## src/rtl/ppsc_pkg.sv

```systemverilog
// Shared types and constants of the payload signature classifier.
// Used by the rule cell, the top level and the port checker; no dependencies.
package ppsc_pkg;

   // Fixed field widths.
   localparam int SLOT_W   = 5;
   localparam int OFF_W    = 10;
   localparam int LEN_W    = 5;
   localparam int MAGIC_W  = 64;
   localparam int ID_W     = 8;

   // Request operation codes.
   localparam logic [1:0] OP_CLEAR = 2'd0;
   localparam logic [1:0] OP_WRITE = 2'd1;
   localparam logic [1:0] OP_BYTE  = 2'd2;

   // IP protocol numbers that a rule can name.
   localparam logic [7:0] PROTO_TCP = 8'd6;
   localparam logic [7:0] PROTO_UDP = 8'd17;

   // Protocol class stored with each rule.
   typedef enum logic [1:0] {
      MODE_TCP,
      MODE_UDP,
      MODE_ANY
   } ppsc_mode_type;

   // One request.
   typedef struct packed {
      logic [1:0]          operation;
      logic [SLOT_W-1:0]   rule_slot;
      logic [7:0]          ip_protocol;
      logic [15:0]         flow_port;
      logic [OFF_W-1:0]    magic_offset;
      logic [MAGIC_W-1:0]  magic_low;
      logic [MAGIC_W-1:0]  magic_high;
      logic [LEN_W-1:0]    magic_count;
      logic [ID_W-1:0]     app_id;
      logic [ID_W-1:0]     category_id;
      logic [7:0]          payload_byte;
      logic                last_byte;
   } ppsc_req_type;

   // One classification result.
   typedef struct packed {
      logic                match_found;
      logic [SLOT_W-1:0]   winning_slot;
      logic [ID_W-1:0]     matched_app;
      logic [ID_W-1:0]     matched_category;
   } ppsc_rsp_type;

   // Broadcast controls from the top level to every cell.
   typedef struct packed {
      logic clear;
      logic write;
      logic byte_en;
      logic first;
      logic last;
   } ppsc_ctrl_type;

   // Winner candidate handed from cell to cell during the result sweep.
   typedef struct packed {
      logic                go;
      logic                found;
      logic [SLOT_W-1:0]   slot;
      logic [ID_W-1:0]     app;
      logic [ID_W-1:0]     category;
   } ppsc_cand_type;

endpackage

```

## src/rtl/ppsc_cell.sv

```systemverilog
// One rule slot of the classifier: stored rule, per-packet alive flag and
// one stage of the winner sweep. Depends on ppsc_pkg.
module ppsc_cell #(
   parameter int INDEX         = 0,
   parameter int OFFSET_WINDOW = 1024,
   parameter int MAGIC_BYTES   = 16,
   parameter int POS_W         = 11
) (
   input  logic                   clock,
   input  logic                   reset,
   input  ppsc_pkg::ppsc_ctrl_type ctrl,
   input  ppsc_pkg::ppsc_req_type  req,
   input  logic [POS_W-1:0]       pos,
   input  ppsc_pkg::ppsc_cand_type cand_in,
   output ppsc_pkg::ppsc_cand_type cand_out
);

   localparam int IDX_W = (MAGIC_BYTES > 1) ? $clog2(MAGIC_BYTES) : 1;
   localparam int CMP_W = ((POS_W > ppsc_pkg::OFF_W + 1) ? POS_W : ppsc_pkg::OFF_W + 1) + 1;
   localparam logic [CMP_W-1:0] WINDOW = CMP_W'(OFFSET_WINDOW);
   localparam bit REACHABLE = INDEX < (2 ** ppsc_pkg::SLOT_W);
   localparam logic [ppsc_pkg::SLOT_W-1:0] MY_SLOT = ppsc_pkg::SLOT_W'(INDEX);
   localparam logic [ppsc_pkg::LEN_W-1:0] LEN_MAX = ppsc_pkg::LEN_W'(MAGIC_BYTES);

   logic                           valid_ff, valid_in;
   logic                           alive_ff, alive_in;
   ppsc_pkg::ppsc_mode_type        mode_ff;
   logic [15:0]                    port_ff;
   logic [ppsc_pkg::OFF_W-1:0]     offset_ff;
   logic [MAGIC_BYTES-1:0][7:0]    magic_ff;
   logic [ppsc_pkg::LEN_W-1:0]     len_ff;
   logic [ppsc_pkg::ID_W-1:0]      app_ff;
   logic [ppsc_pkg::ID_W-1:0]      category_ff;
   ppsc_pkg::ppsc_cand_type        cand_ff, cand_in_val;

   logic                           write_hit;
   logic [ppsc_pkg::LEN_W-1:0]     len_sat;
   ppsc_pkg::ppsc_mode_type        mode_new;
   logic [2*ppsc_pkg::MAGIC_W-1:0] magic_all;
   logic                           proto_ok, port_ok, has_magic, window_ok, rule_ok;
   logic [CMP_W-1:0]               off_ext, end_ext, pos_ext, rel;
   logic [IDX_W-1:0]               idx;
   logic                           base, in_range, mismatch, kept, fits;

   // Decode a rule write aimed at this slot.
   always_comb begin
      write_hit = REACHABLE && ctrl.write && (req.rule_slot == MY_SLOT);
      len_sat   = (req.magic_count > LEN_MAX) ? LEN_MAX : req.magic_count;
      magic_all = {req.magic_high, req.magic_low};
      priority if (req.ip_protocol == ppsc_pkg::PROTO_TCP) begin
         mode_new = ppsc_pkg::MODE_TCP;
      end else if (req.ip_protocol == ppsc_pkg::PROTO_UDP) begin
         mode_new = ppsc_pkg::MODE_UDP;
      end else begin
         mode_new = ppsc_pkg::MODE_ANY;
      end
   end

   // Header match, evaluated on the first byte of a packet.
   always_comb begin
      unique case (mode_ff)
         ppsc_pkg::MODE_TCP: proto_ok = (req.ip_protocol == ppsc_pkg::PROTO_TCP);
         ppsc_pkg::MODE_UDP: proto_ok = (req.ip_protocol == ppsc_pkg::PROTO_UDP);
         default:            proto_ok = 1'b1;
      endcase
      port_ok   = (port_ff == 16'd0) || (port_ff == req.flow_port);
      has_magic = (len_ff != '0);
      off_ext   = CMP_W'(offset_ff);
      end_ext   = off_ext + CMP_W'(len_ff);
      pos_ext   = CMP_W'(pos);
      window_ok = !(has_magic && (off_ext >= WINDOW));
      rule_ok   = valid_ff && proto_ok && port_ok && window_ok;
   end

   // Magic byte check for the current payload position.
   always_comb begin
      base     = ctrl.first ? rule_ok : alive_ff;
      in_range = (pos_ext >= off_ext) && (pos_ext < end_ext);
      rel      = pos_ext - off_ext;
      idx      = rel[IDX_W-1:0];
      mismatch = in_range && (magic_ff[idx] != req.payload_byte);
      kept     = base && !mismatch;
      // On the last byte the whole magic must lie inside the payload.
      fits     = !has_magic || (end_ext <= pos_ext + CMP_W'(1));
   end

   // Next values of the valid and alive flags.
   always_comb begin
      valid_in = valid_ff;
      alive_in = alive_ff;
      priority if (ctrl.clear) begin
         valid_in = 1'b0;
         alive_in = 1'b0;
      end else if (write_hit) begin
         valid_in = 1'b1;
         alive_in = 1'b0;
      end else if (ctrl.byte_en) begin
         alive_in = ctrl.last ? (kept && fits) : kept;
      end
   end

   // Sweep stage: a live rule replaces the candidate from lower slots.
   always_comb begin
      cand_in_val = cand_in;
      if (cand_in.go && alive_ff) begin
         cand_in_val.found    = 1'b1;
         cand_in_val.slot     = MY_SLOT;
         cand_in_val.app      = app_ff;
         cand_in_val.category = category_ff;
      end
   end

   always_ff @(posedge clock) begin
      if (reset) begin
         valid_ff <= 1'b0;
         alive_ff <= 1'b0;
         cand_ff  <= '0;
      end else begin
         valid_ff <= valid_in;
         alive_ff <= alive_in;
         cand_ff  <= cand_in_val;
      end
   end

   // Rule storage, loaded by a write to this slot.
   always_ff @(posedge clock) begin
      if (write_hit) begin
         mode_ff     <= mode_new;
         port_ff     <= req.flow_port;
         offset_ff   <= req.magic_offset;
         magic_ff    <= magic_all[MAGIC_BYTES*8-1:0];
         len_ff      <= len_sat;
         app_ff      <= req.app_id;
         category_ff <= req.category_id;
      end
   end

   assign cand_out = cand_ff;

endmodule

```

## config.mk

```make
export PLATFORM = sky130hd
export DESIGN_NAME = ppsc_cell
export DESIGN_NICKNAME = d
export VERILOG_FILES = /design/src/rtl/ppsc_pkg.sv /design/src/rtl/ppsc_cell.sv
export SDC_FILE = /design/constraint.sdc
export NUM_CORES = 1
export LEC_CHECK = 0
export ABC_AREA = 1
export BUFFER_PORTS_ARGS = -buffer_cell sky130_fd_sc_hd__buf_2
export CORE_MARGIN = 2
export CORE_UTILIZATION = 45
export DETAILED_ROUTE_END_ITERATION = 10
export MAX_ROUTING_LAYER = met4
export PLACE_DENSITY = 0.81
export SYNTH_ARGS = -nofsm -noshare
export SYNTH_HDL_FRONTEND = slang
export SYNTH_SLANG_ARGS = --single-unit
```

## constraint.sdc

```tcl
create_clock -name clock -period 40.3 [get_ports clock]
set_input_delay 6.045 -clock clock [delete_from_list [all_inputs] [get_ports clock]]
set_output_delay 6.045 -clock clock [all_outputs]
set_load 0.01 [all_outputs]
```

# Yosys cells after proc, flatten, opt, wreduce, memory -nomap -nowiden

Index checks and enable logic that the tools add are counted.

Bits in registers: 202
Input port bits: 240
Output and inout bits: 23
Logic and storage cells: 68

$add $sub $neg: 3
Order comparisons: 5
Equal/unequal tests: 5
Muxes and demuxes: 7
Reductions and logical operators: 19

Operator list:

| cell                                                                         | number |
|---|---|
| 8-bit binary-select mux with 4-bit select                                    | 1 |
| 22-bit 2-to-1 mux                                                            | 1 |
| 16-bit == test                                                               | 1 |
| 16-bit zero test                                                             | 1 |
| 11-bit by 1-bit adder with 12-bit output, second input constant              | 1 |
| 11-bit by 12-bit less-or-equal comparator with 1-bit output                  | 1 |
| 10-bit by 5-bit adder with 11-bit output                                     | 1 |
| 11-bit by 10-bit >= comparator with 1-bit output                             | 1 |
| 11-bit less-than comparator                                                  | 1 |
| 8-bit by 3-bit == test with 1-bit output, second input constant              | 1 |
| 8-bit by 5-bit == test with 1-bit output, second input constant              | 1 |
| 1-bit logical AND                                                            | 8 |
| 8-bit 2-to-1 mux                                                             | 1 |
| 8-bit inequality test                                                        | 1 |
| 5-bit greater-than comparator, second input constant                         | 1 |
| 5-bit zero test                                                              | 1 |
| 4-bit by 5-bit less-than comparator with 1-bit output, second input constant | 1 |
| 5-bit nonzero test                                                           | 1 |
| 2-bit OR reduction                                                           | 2 |
| 4-bit subtractor                                                             | 1 |
| 3-bit OR reduction                                                           | 1 |
| 2-bit by 1-bit == test with 1-bit output, second input constant              | 1 |
| 1-bit zero test                                                              | 2 |
| 2-bit zero test                                                              | 1 |
| other kinds (4)                                                              | 6 |

# Depth between registers and ports, before layout

Gate-level depths: netlist of the first run.

Depth in word-level cells: 9
Depth in mapped cells: 20
Mapped depth without buffers: 20

# Worst setup path after synthesis of the first run

Ideal clock, no wire load.

Path type: input to register
From: in req[196] (netlist bit)
To: reg alive_ff
Library setup time: 0.132 ns
Arrival: 19.113 ns
Data required time: 40.168 ns
Slack: 21.055 ns
Stages: 3
Buffers on the path: 0
Path through: nor3_1 -> nand3b_1 -> a21oi_2

Longest elaborated chain between the ends: 3

RTL lines:

| element                             | line             | source |
|---|---|---|
| start: declaration                  | ppsc_cell.sv:12  | `input ppsc_pkg::ppsc_req_type req,` |
| 5-bit zero test                     | ppsc_cell.sv:47  | `write_hit = REACHABLE && ctrl.write && (req.rule_slot == MY_SLOT);` |
| 1-bit logical AND                   | ppsc_cell.sv:47  |  |
| 3-bit OR reduction (no source line) | --               |  |
| end signal: assignment              | ppsc_cell.sv:120 | `alive_ff <= alive_in;` |
| end: declaration                    | ppsc_cell.sv:26  | `logic alive_ff, alive_in;` |

No other way between the ends.
A chain may end at the register's enable or synchronous reset.

# Final worst setup path of the first run

From: in pos[0]
To: reg alive_ff

Longest elaborated chain between the ends: 9
Elaborated cells on any way between the ends: 15
Classes of those cells: 2 x add/sub; 3 x order compare; 1 x eq/ne; 3 x mux; 6 x reduce/logical

RTL lines:

| element                                   | line            | source |
|---|---|---|
| start: declaration                        | ppsc_cell.sv:13 | `input logic [POS_W-1:0] pos,` |
| 4-bit subtractor                          | ppsc_cell.sv:79 | `rel = pos_ext - off_ext;` |
| 8-bit binary-select mux with 4-bit select | ppsc_cell.sv:81 | `mismatch = in_range && (magic_ff[idx] != req.payload_byte);` |
| 8-bit 2-to-1 mux (implied by the code)    | ppsc_cell.sv:81 |  |
| 8-bit inequality test                     | ppsc_cell.sv:81 |  |
| 1-bit logical AND                         | ppsc_cell.sv:81 |  |
| 1-bit zero test                           | ppsc_cell.sv:82 | `kept = base && !mismatch;` |
| 1-bit logical AND                         | ppsc_cell.sv:82 |  |
| 1-bit logical AND                         | ppsc_cell.sv:98 | `alive_in = ctrl.last ? (kept && fits) : kept;` |
| 1-bit 2-to-1 mux *                        | ppsc_cell.sv:98 |  |

Mark *: on every way between the ends. The rest lies on a longest branch, timed or not. The select of a mux whose other input is x is not followed.

==> qor.csv, run 1 <==
stage,metric,value,unit
outcome,status,completed,
route,dr.first_iter.drc_count,370,
cts,numCtsBuffers,22,
cts,clk_latency,500,ps
timing,rsz0062_at_grt,no,
timing,tightest_slew,1044,ps
die,io_pins,263,
placed_design,postPlaceCellArea,0.01076,sq mm
timing,worst_slack,31800,ps
worst_setup_path,critical_path.most_common_cell,nand2_1,
placed_design,hpwl,15.31,mm
route,dr.pass1.iters,4,
cts,post_cts_buffers,0,
worst_setup_path,path_max_fanout,16,
cells_and_area,fin_area,0.01145,sq mm
timing,timing.fmax,0.1176,GHz
min_path,worstHoldPathType,flip-flop to flip-flop,
placed_design,pre_cts_ws,31220,ps
global_routing,grt_max_degree,180,
synth,ys_seq_area_frac,0.6338,
timing,skew,14.98,ps
power_and_ir_drop,ir_drop,33.97,uV
worst_setup_path,cp-start-kind,primary input,
cts,cts_tree,done,
route,ant_nets,0,
timing,slew_violations,0,
worst_setup_path,cp_num_buf_inv,2,
worst_setup_path,cp.required,40720,ps
die,die_x,146.8,microns
die,row_count,52,
cts,cts.clk_slew.worst_paths,60,ps
cts,cts_buffer_depth,3,
power_and_ir_drop,finalPower,0.4683,mW
synth,synthDistinctLibCells,37,
timing,period_share,0.2109,
route,via_per_inst,4.972,
cells_and_area,num-fill-cells,1666,
cells_and_area,seqCellArea,0.005816,sq mm
die,coreArea,0.02010,sq mm
cells_and_area,multi_input_area,0.003007,sq mm
global_routing,grt_pass1_vias,6751,
global_routing,grt_use_met3,0.02578,
die,start_util,0.4564,
synth,yosys-top-cells-count,"205 x nand2_1, 177 x edfxtp_1, 128 x nand3_1",
synth,async_reset_ff_frac,0,
synth,postSynthCellCount,861,
worst_setup_path,end_kind,flip-flop,
synth,synth-edff-count,177,
global_routing,grt_busiest_layer,met2,
synth,synth_top_area_frac,0.5793,
global_routing,use_met2,0.3380,
cells_and_area,nets,1404,
job,max-cap-violations,0,
synth,netlist_area,0.009175,sq mm
synth,yosys_warnings,0,
synth,ys_seq_elements,202,
timing,setup_tns,0,ps
global_routing,antenna_found_initial,2,
timing,hold_ws,500.9,ps
worst_setup_path,critical-path-top-delay-family,simple AND/OR/NAND/NOR gates,
cells_and_area,drive_above_1_share,0.2667,
placed_design,io_buffers,259,
worst_setup_path,worst_ep_arrival_time,8920,ps
power_and_ir_drop,p_leak,4.959,nW
synth,yosysMostFrequentCell,nand2_1,
worst_setup_path,max_stage_delay,830,ps
route,drc,0,
cts,postCtsHoldBufs,0,
cts,cts_num_sinks,202,
power_and_ir_drop,pwr_density_cell,40.90,mW/mm^2
synth,synth_nets,1141,
worst_setup_path,crit_slowest_cell,xor2_2,
synth,synth_area_leader_cell,edfxtp_1,
timing,hold_viol,0,
global_routing,use_met1,0.2488,
placed_design,gp_congestion,0.8239,
route,wl,21.62,mm
synth,synth.top_cells.by_area,"edfxtp_1 58%, nand2_1 8.4%, nand3_1 7.0%, dfxtp_1 5.5%, ha_1 5.2%",
timing,period_minus_slack,8500,ps
route,vias,7021,
cts,h-tree-depth,1,
cts,root_buffer,clkbuf_16,
die,die_area,0.02155,sq mm
cells_and_area,syn2layout_area_growth,24.79,%
synth,yosys_most_used_dff,edfxtp_1,
global_routing,grt_pass1_wl,33.31,mm
worst_setup_path,critPathKind,primary input to flip-flop,
cts,cts_resized,0,
global_routing,grt-ovfl-total,0,
global_routing,track_usage,0.2013,
worst_setup_path,cp_cell_sequence,buf_2 > inv_1 > ha_2 > fa_1 > xor2_2 > nand3_1 > nand3_1 > nand3_1 > nand2_1 > nand2_1 > nor2_1 > nand2_1 > nand2_1 > nand2_1 > a21oi_2,
synth,postSynthAreaPerCell,10.66,sq um
die,fp.dieH,146.8,microns
timing,setup_viol,0,
timing,slew_headroom,0.3036,
route,routedWlPerCell,15.31,microns
-- cells in the final DEF (no fill, tap or decap), drive strengths merged, types with 16 or more instances in the layout --
cell type  instances
edfxtp           177
xor2              16
ha                38
clkbuf            31
o21ai             22
nand3            128
xnor2             16
nor2              82
inv               65
nand2            205
buf              265
dfxtp             25
a21oi             21
-- state kept, by name (all words and copies together) (netlist names) --
| signal | flops |
|---|---|
| magic_ff | 128 |
| cand_out | 23 |
| port_ff | 16 |
| offset_ff | 10 |
| app_ff | 8 |
| category_ff | 8 |
| len_ff | 5 |
| mode_ff | 2 |
| alive_ff | 1 |
| valid_ff | 1 |
-- cells by family (layout without fill, tap and decap cells) --
kind of cell               Yosys count  in the layout  synth area share
and+or+nand+nor                    446            446            0.2086
DFF                                202            202            0.6338
buffers and inverters               91            370           0.03927
AOI/OAI and AO/OA                   50             50           0.02987
adders and majority gates           40             40           0.05618
xor gates and xnor gates            32             32           0.03219
other                                0              2                 0
-- path summary, 6_finish.rpt --
check,from,endpoint,slack (ps),depth (start not counted)
worst max register to register,offset_ff[0],alive_ff,36920,18
worst min-delay path,app_ff[1],cand_out[9],500,2
worst min register to register,app_ff[1],cand_out[9],500,2
worst max-delay path,pos[0],alive_ff,31800,15
-- through the flow --
stage	instances	utilization
floorplan	861	-
global route	1412	0.5695
finish	1412	0.5695
CTS	1410	0.5693
detailed placement	1370	0.5351
global placement	1370	0.5351
-- final cells by class --
cell class	instances	share of cell area
antenna	2	0.0004371
clock buffer	31	0.05376
clock inverter	9	0.006229
inverter	65	0.02131
multi-input combinational	568	0.2626
sequential	202	0.5079
tap	270	0.02951
timing repair buffer	265	0.1182
-- power breakdown --
part	leakage, nW	switching [mW]	internal, mW
clock	0.332	0.0767	0.113
combinational	2.83	0.0271	0.0199
sequential	1.80	0.000927	0.231
total	4.96	0.105	0.364
-- metal layers --
metal | vias to the layer above | part of all wire | routed length, microns
met4 | 0 | 0.034 | 741
met2 | 219 | 0.51 | 10980
met5 | - | 0 | 0
met3 | 62 | 0.050 | 1072
met1 | 3259 | 0.41 | 8823
li1 | 3481 | - | -
-- tightest hold or removal path, cell delays in order, from the launching register on --
cell      delay [ps]
edfxtp_1         310
o21ai_0           80
nor2_1            80
(Power assumes the default switching activity.)
==> run 2, diff against run 1 <==
--- a/config.mk
+++ b/config.mk
@@ -11,7 +11,7 @@
 export CORE_UTILIZATION = 45
 export DETAILED_ROUTE_END_ITERATION = 10
 export MAX_ROUTING_LAYER = met4
-export PLACE_DENSITY = 0.81
+export PLACE_DENSITY = 0.83
 export SYNTH_ARGS = -nofsm -noshare
 export SYNTH_HDL_FRONTEND = slang
 export SYNTH_SLANG_ARGS = --single-unit
==> constraint.sdc (replaced) <==
create_clock -name clock -period 7.2 [get_ports clock]
set_input_delay 1.08 -clock clock [delete_from_list [all_inputs] [get_ports clock]]
set_output_delay 1.08 -clock clock [all_outputs]
set_load 0.01 [all_outputs]
==> qor.csv, run 2 (synthesis gave the netlist of run 1 again) <==
stage,metric,value,unit,change
min_path,min_delay_worst_endpoint,cand_out[14],,
cells_and_area,regMostFlops,magic_ff,,
cells_and_area,mostFrequentLayoutCells,"259 x buf_2, 205 x nand2_1, 177 x edfxtp_1",,
route,via_per_inst,4.927,,-0.91%
route,routedWlPerCell,15.70,microns,+2.6%
cells_and_area,drive_above_1_share,0.2671,,+0.0004687
min_path,worstHoldPathType,flip-flop to flip-flop,,
route,drc,0,,unchanged
min_path,min_path_cells,2,,unchanged
timing,setup_viol,0,,unchanged
route,wl,22.20,mm,+2.7%
cts,post_cts_buffers,0,,unchanged
route,vias,6967,,-0.77%
cells_and_area,num-fill-cells,1655,,-0.66%
die,row_count,52,,unchanged
power_and_ir_drop,pwr_density_cell,227.4,mW/mm^2,+460%
cells_and_area,nets,1402,,-0.14%
worst_setup_path,rr_worst_depth,17,,-1
timing,rsz0062_at_grt,no,,
timing,slew_violations,0,,unchanged
worst_setup_path,cp_cell_sequence,buf_2 > inv_1 > ha_2 > fa_1 > buf_4 > inv_1 > nand3_1 > nand3_1 > nand3_1 > nand3b_1 > nand2_1 > inv_1 > nand2_1 > nor2_1 > nand2_1 > nand2_1 > nand2_1 > a21oi_2,,
die,coreArea,0.02010,sq mm,unchanged
worst_setup_path,critPathKind,primary input to flip-flop,,
cts,numCtsBuffers,22,,unchanged
timing,hold_viol,0,,unchanged
cts,h-tree-depth,1,,unchanged
timing,tightest_slew,1206,ps,+162.7 ps
cts,cts_resized,0,,unchanged
power_and_ir_drop,ir_drop,186.5,uV,+450%
worst_setup_path,cp.required,7620,ps,-33100 ps
worst_setup_path,cp-start-kind,primary input,,
worst_setup_path,end_kind,flip-flop,,
worst_setup_path,crit_slowest_cell,inv_1,,
die,die_area,0.02155,sq mm,unchanged
worst_setup_path,path_max_fanout,33,,+17
timing,hold_ws,504.3,ps,+3.382 ps
global_routing,antenna_found_initial,6,,+4
cts,clk_latency,500,ps,about the same
placed_design,io_buffers,259,,unchanged
die,start_util,0.4564,,unchanged
placed_design,pre_cts_ws,2677,ps,-28540 ps
worst_setup_path,cp_num_buf_inv,5,,+3
cts,cts_tree,done,,
timing,period_share,0.5521,,
power_and_ir_drop,p_leak,4.951,nW,-0.17%
timing,setup_tns,0,ps,unchanged
placed_design,dp_cells,1368,,-0.15%
global_routing,grt_pass1_wl,33.80,mm,+1.5%
die,io_pins,263,,unchanged
timing,period_minus_slack,3975,ps,
global_routing,grt_pass1_vias,6774,,+0.34%
timing,worst_slack,3225,ps,-28570 ps
power_and_ir_drop,finalPower,2.600,mW,+460%
cts,cts_buffer_depth,3,,unchanged
route,dr.first_iter.drc_count,446,,+21%
worst_setup_path,max_stage_delay,920,ps,+90 ps
route,dr.pass1.iters,6,,+2
cells_and_area,final_common_cell,buf_2,,
timing,timing.fmax,0.2516,GHz,
timing,skew,10.02,ps,-4.961 ps
global_routing,grt_max_degree,180,,unchanged
worst_setup_path,critical-path-top-delay-family,buffers and inverters,,
cells_and_area,multi_input_area,0.003013,sq mm,+0.21%
global_routing,track_usage,0.2047,,+0.003473
worst_setup_path,r2r_start,offset_ff[0],,
die,die_x,146.8,microns,unchanged
min_path,hp-start,app_ff[6],,
cells_and_area,final_cells,1414,,+0.14%
outcome,status,completed,,
timing,slew_headroom,0.1948,,-0.1088
worst_setup_path,rr_endpoint,alive_ff,,
cts,root_buffer,clkbuf_16,,
job,max-cap-violations,0,,unchanged
worst_setup_path,ff2ff_setup_slack,3620,ps,-33300 ps
route,ant_nets,0,,unchanged
cts,cts_num_sinks,202,,unchanged
cts,postCtsHoldBufs,0,,unchanged
cells_and_area,largest_reg_flops,128,,unchanged
cells_and_area,syn2layout_area_growth,24.63,%,
worst_setup_path,worst_ep_arrival_time,4400,ps,-4520 ps
cts,cts.clk_slew.worst_paths,60,ps,about the same
global_routing,grt-ovfl-total,0,,unchanged
cells_and_area,seqCellArea,0.005816,sq mm,unchanged
worst_setup_path,critical_path.most_common_cell,nand2_1,,
die,fp.dieH,146.8,microns,unchanged
placed_design,hpwl,15.42,mm,+0.69%
placed_design,gp_congestion,0.8479,,+2.9%
## run 2: cell count changes in the layout (fill, tap and decap cells not counted), sizes merged
cell and delta:
clkbuf -1, clkinv +2, bufinv -1, buf -2
diode +4
## run 2: how the worst max path moves through the flow
stage             start         to  slack [ps]  cells after the start
2_1_floorplan  req[195]  app_ff[0]        1290                      3
3_3_place_gp     pos[0]   alive_ff        2740                     18
3_5_place_dp     pos[0]   alive_ff        2680                     18
4_1_cts          pos[0]   alive_ff        3170                     18
5_1_grt          pos[0]   alive_ff        2880                     18
6_report         pos[0]   alive_ff        3220                     18
## run 2: worst min-delay path: cells and delay by family (launching register included)
family           cells  cell delay, ps
AO/OA/AOI/OAI        1              80
flip-flops           1             310
AND/OR/NAND/NOR      1              80
## run 2: power by group
group | switching [mW] | internal [mW]
combinational | 0.153 | 0.111
clock | 0.435 | 0.604
sequential | 0.00537 | 1.29
total | 0.594 | 2.01
## run 2: routing by layer
| metal | vias up | part of all wire | GRT usage |
|---|---|---|---|
| met5 | - | 0 | - |
| met4 | 0 | 0.029 | 0.07476 |
| met3 | 49 | 0.053 | 0.02702 |
| met2 | 230 | 0.52 | 0.3542 |
| met1 | 3190 | 0.40 | 0.2466 |
| li1 | 3498 | - | - |
## run 2: area by class of cell
cell class | count | area share
antenna | 6 | 0.001313
clock buffer | 30 | 0.05438
clock inverter | 10 | 0.004267
inverter | 65 | 0.02134
multi-input combinational | 568 | 0.2635
sequential | 202 | 0.5086
tap | 270 | 0.02954
timing repair buffer | 263 | 0.1171
## run 2: stage by stage
stage / util / cell area (sq um)
2_1_floorplan: - / 9186
3_3_place_gp: 0.5347 / 10750
3_5_place_dp: 0.5347 / 10750
4_1_cts: 0.5680 / 11420
5_1_grt: 0.5688 / 11430
6_report: 0.5688 / 11430
==> run 3, diff against run 2 <==
--- a/config.mk
+++ b/config.mk
@@ -11,7 +11,7 @@
 export CORE_UTILIZATION = 45
 export DETAILED_ROUTE_END_ITERATION = 10
 export MAX_ROUTING_LAYER = met4
-export PLACE_DENSITY = 0.83
+export PLACE_DENSITY = 0.81
 export SYNTH_ARGS = -nofsm -noshare
 export SYNTH_HDL_FRONTEND = slang
 export SYNTH_SLANG_ARGS = --single-unit
==> constraint.sdc (replaced) <==
create_clock -name clock -period 3.85 [get_ports clock]
set_input_delay 0.5775 -clock clock [delete_from_list [all_inputs] [get_ports clock]]
set_output_delay 0.5775 -clock clock [all_outputs]
set_load 0.01 [all_outputs]
==> qor.csv, run 3 (synthesis gave the netlist of run 1 again) <==
stage,metric,value,unit,change
route,dr.pass1.iters,4,,-2
die,io_pins,263,,unchanged
cells_and_area,final_cells,1423,,+0.64%
cts,cts_num_sinks,202,,unchanged
cts,cts_tree,done,,
worst_setup_path,max_stage_delay,430,ps,-490 ps
route,wl,22.10,mm,-0.45%
worst_setup_path,r2r_start,len_ff[0],,
cells_and_area,final_common_cell,buf_2,,
timing,slew_violations,0,,unchanged
worst_setup_path,critical_path.most_common_cell,nor2_1,,
global_routing,antenna_found_initial,9,,+3
timing,timing.fmax,0.2974,GHz,
min_path,min_path_cells,1,,-1
power_and_ir_drop,p_leak,5.023,nW,+1.4%
worst_setup_path,cp_cell_sequence,ha_1 > fa_1 > a21oi_1 > o21bai_1 > a21oi_1 > nor2_1 > xor2_1 > inv_1 > ha_1 > nand2_1 > nor2_1 > nand4_1 > or3_1 > nand4_1 > nor2_1 > nor2_1 > nand2_1 > a21oi_2,,
worst_setup_path,cp.required,4260,ps,-3360 ps
worst_setup_path,worst_ep_arrival_time,3770,ps,-630 ps
cells_and_area,largest_reg_flops,128,,unchanged
cells_and_area,mostFrequentLayoutCells,"259 x buf_2, 204 x nand2_1, 177 x edfxtp_1",,
min_path,min_delay_worst_endpoint,magic_ff[69],,
job,max-cap-violations,0,,unchanged
power_and_ir_drop,ir_drop,325.6,uV,+75%
route,routedWlPerCell,15.53,microns,-1.1%
route,dr.first_iter.drc_count,359,,-20%
cells_and_area,syn2layout_area_growth,26.31,%,
timing,setup_tns,0,ps,unchanged
worst_setup_path,rr_endpoint,alive_ff,,
global_routing,grt-ovfl-total,0,,unchanged
cells_and_area,nets,1411,,+0.64%
worst_setup_path,rr_worst_depth,18,,+1
timing,slew_headroom,0.5283,,+0.3335
die,die_x,146.8,microns,unchanged
timing,period_share,0.8734,,
outcome,status,completed,,
timing,tightest_slew,706.5,ps,-499.9 ps
global_routing,track_usage,0.2079,,+0.003153
cells_and_area,drive_above_1_share,0.2762,,+0.009088
route,vias,7068,,+1.4%
cts,cts_buffer_depth,3,,unchanged
route,via_per_inst,4.967,,+0.81%
placed_design,hpwl,16.09,mm,+4.4%
worst_setup_path,path_max_fanout,2,,-94%
worst_setup_path,cp-start-kind,flip-flop,,
die,fp.dieH,146.8,microns,unchanged
global_routing,grt_pass1_vias,6998,,+3.3%
cts,root_buffer,clkbuf_16,,
worst_setup_path,crit_slowest_cell,edfxtp_1,,
placed_design,io_buffers,259,,unchanged
min_path,hp-start,req[35],,
route,ant_nets,0,,unchanged
timing,rsz0062_at_grt,no,,
cells_and_area,final_util,0.5764,,+0.007655
route,drc,0,,unchanged
die,row_count,52,,unchanged
min_path,worstHoldPathType,primary input to flip-flop,,
timing,setup_viol,0,,unchanged
cts,cts.clk_slew.worst_paths,60,ps,about the same
worst_setup_path,end_kind,flip-flop,,
cts,postCtsHoldBufs,0,,unchanged
cts,numCtsBuffers,21,,-4.5%
cts,post_cts_buffers,0,,unchanged
global_routing,grt_pass1_wl,34.35,mm,+1.6%
die,die_area,0.02155,sq mm,unchanged
placed_design,gp_congestion,0.8331,,-1.7%
power_and_ir_drop,pwr_density_cell,423.8,mW/mm^2,+86%
timing,hold_viol,0,,unchanged
timing,period_minus_slack,3363,ps,
die,coreArea,0.02010,sq mm,unchanged
cts,cts_resized,0,,unchanged
worst_setup_path,critPathKind,flip-flop to flip-flop,,
cells_and_area,regMostFlops,magic_ff,,
placed_design,dp_cells,1378,,+0.73%
cts,clk_latency,490,ps,about the same
global_routing,grt_max_degree,69,,-62%
worst_setup_path,ff2ff_setup_slack,490,ps,-3130 ps
timing,skew,16.05,ps,+6.033 ps
cts,h-tree-depth,1,,unchanged
die,start_util,0.4564,,unchanged
==> run 3: changes by cell type in the layout (fill, tap and decap cells not counted), moves of 2 or more <==
cell | previous run | this run
buf_12 | 1 | 5
buf_4 | 3 | 9
bufinv_16 | 0 | 2
clkbuf_1 | 5 | 3
clkbuf_16 | 23 | 21
clkinv_2 | 4 | 2
diode_2 | 6 | 9
nor2_1 | 82 | 80
nor2_4 | 0 | 2
==> run 3: worst max-delay path, delay by kind of cell, from the launching register on <==
family	cells	cell delay, ps
AO/OA/AOI/OAI	4	630
flip-flops	1	430
buffers and inverters	1	70
AND/OR/NAND/NOR	9	1040
adder cells (fa/ha/maj)	3	930
XOR/XNOR	1	200
==> run 3: worst max-delay path by stage <==
stage | start | to | slack (ps)
after floorplan | req[195] | app_ff[0] | -1520
after global placement | pos[0] | alive_ff | 660
after detailed placement | len_ff[0] | alive_ff | 510
after CTS | len_ff[0] | alive_ff | 470
after global routing | len_ff[0] | alive_ff | 230
final | len_ff[0] | alive_ff | 490
==> run 3: metrics by stage <==
step                      total power [mW]  hold slack, ps  instance area (sq um)  setup WS, ps
after floorplan                      2.741           468.6                   9204         -1521
after CTS                            4.964           241.5                  11570         473.2
final                                4.912           260.7                  11590         487.5
after global placement               2.967           479.5                  10890         656.8
after detailed placement             2.982           487.9                  10890         511.0
after global routing                 5.121           240.6                  11590         231.2
==> run 3: where the power goes <==
group	leakage, nW	total [mW]	switching (mW)	internal (mW)
Combinational	2.89	0.510	0.290	0.219
Sequential	1.80	2.42	0.00975	2.42
Clock	0.334	1.98	0.786	1.19
Total	5.02	4.91	1.09	3.82
==> run 3: cell type report <==
type | count | area [sq um]
Multi-Input combinational cell | 568 | 3030
Inverter | 65 | 244.0
Antenna cell | 9 | 22.52
Timing Repair Buffer | 273 | 1464
Tap cell | 270 | 337.8
Fill cell | 1650 | 8516
Sequential cell | 202 | 5816
Clock buffer | 27 | 578.1
Clock inverter | 9 | 96.34
==> run 3: metal layers <==
metal | GRT usage | wire, microns | up-vias
li1 | - | - | 3509
met4 | 0.09612 | 834 | 0
met2 | 0.3453 | 11070 | 280
met1 | 0.2539 | 8860 | 3209
met3 | 0.02857 | 1338 | 70
met5 | - | 0 | -
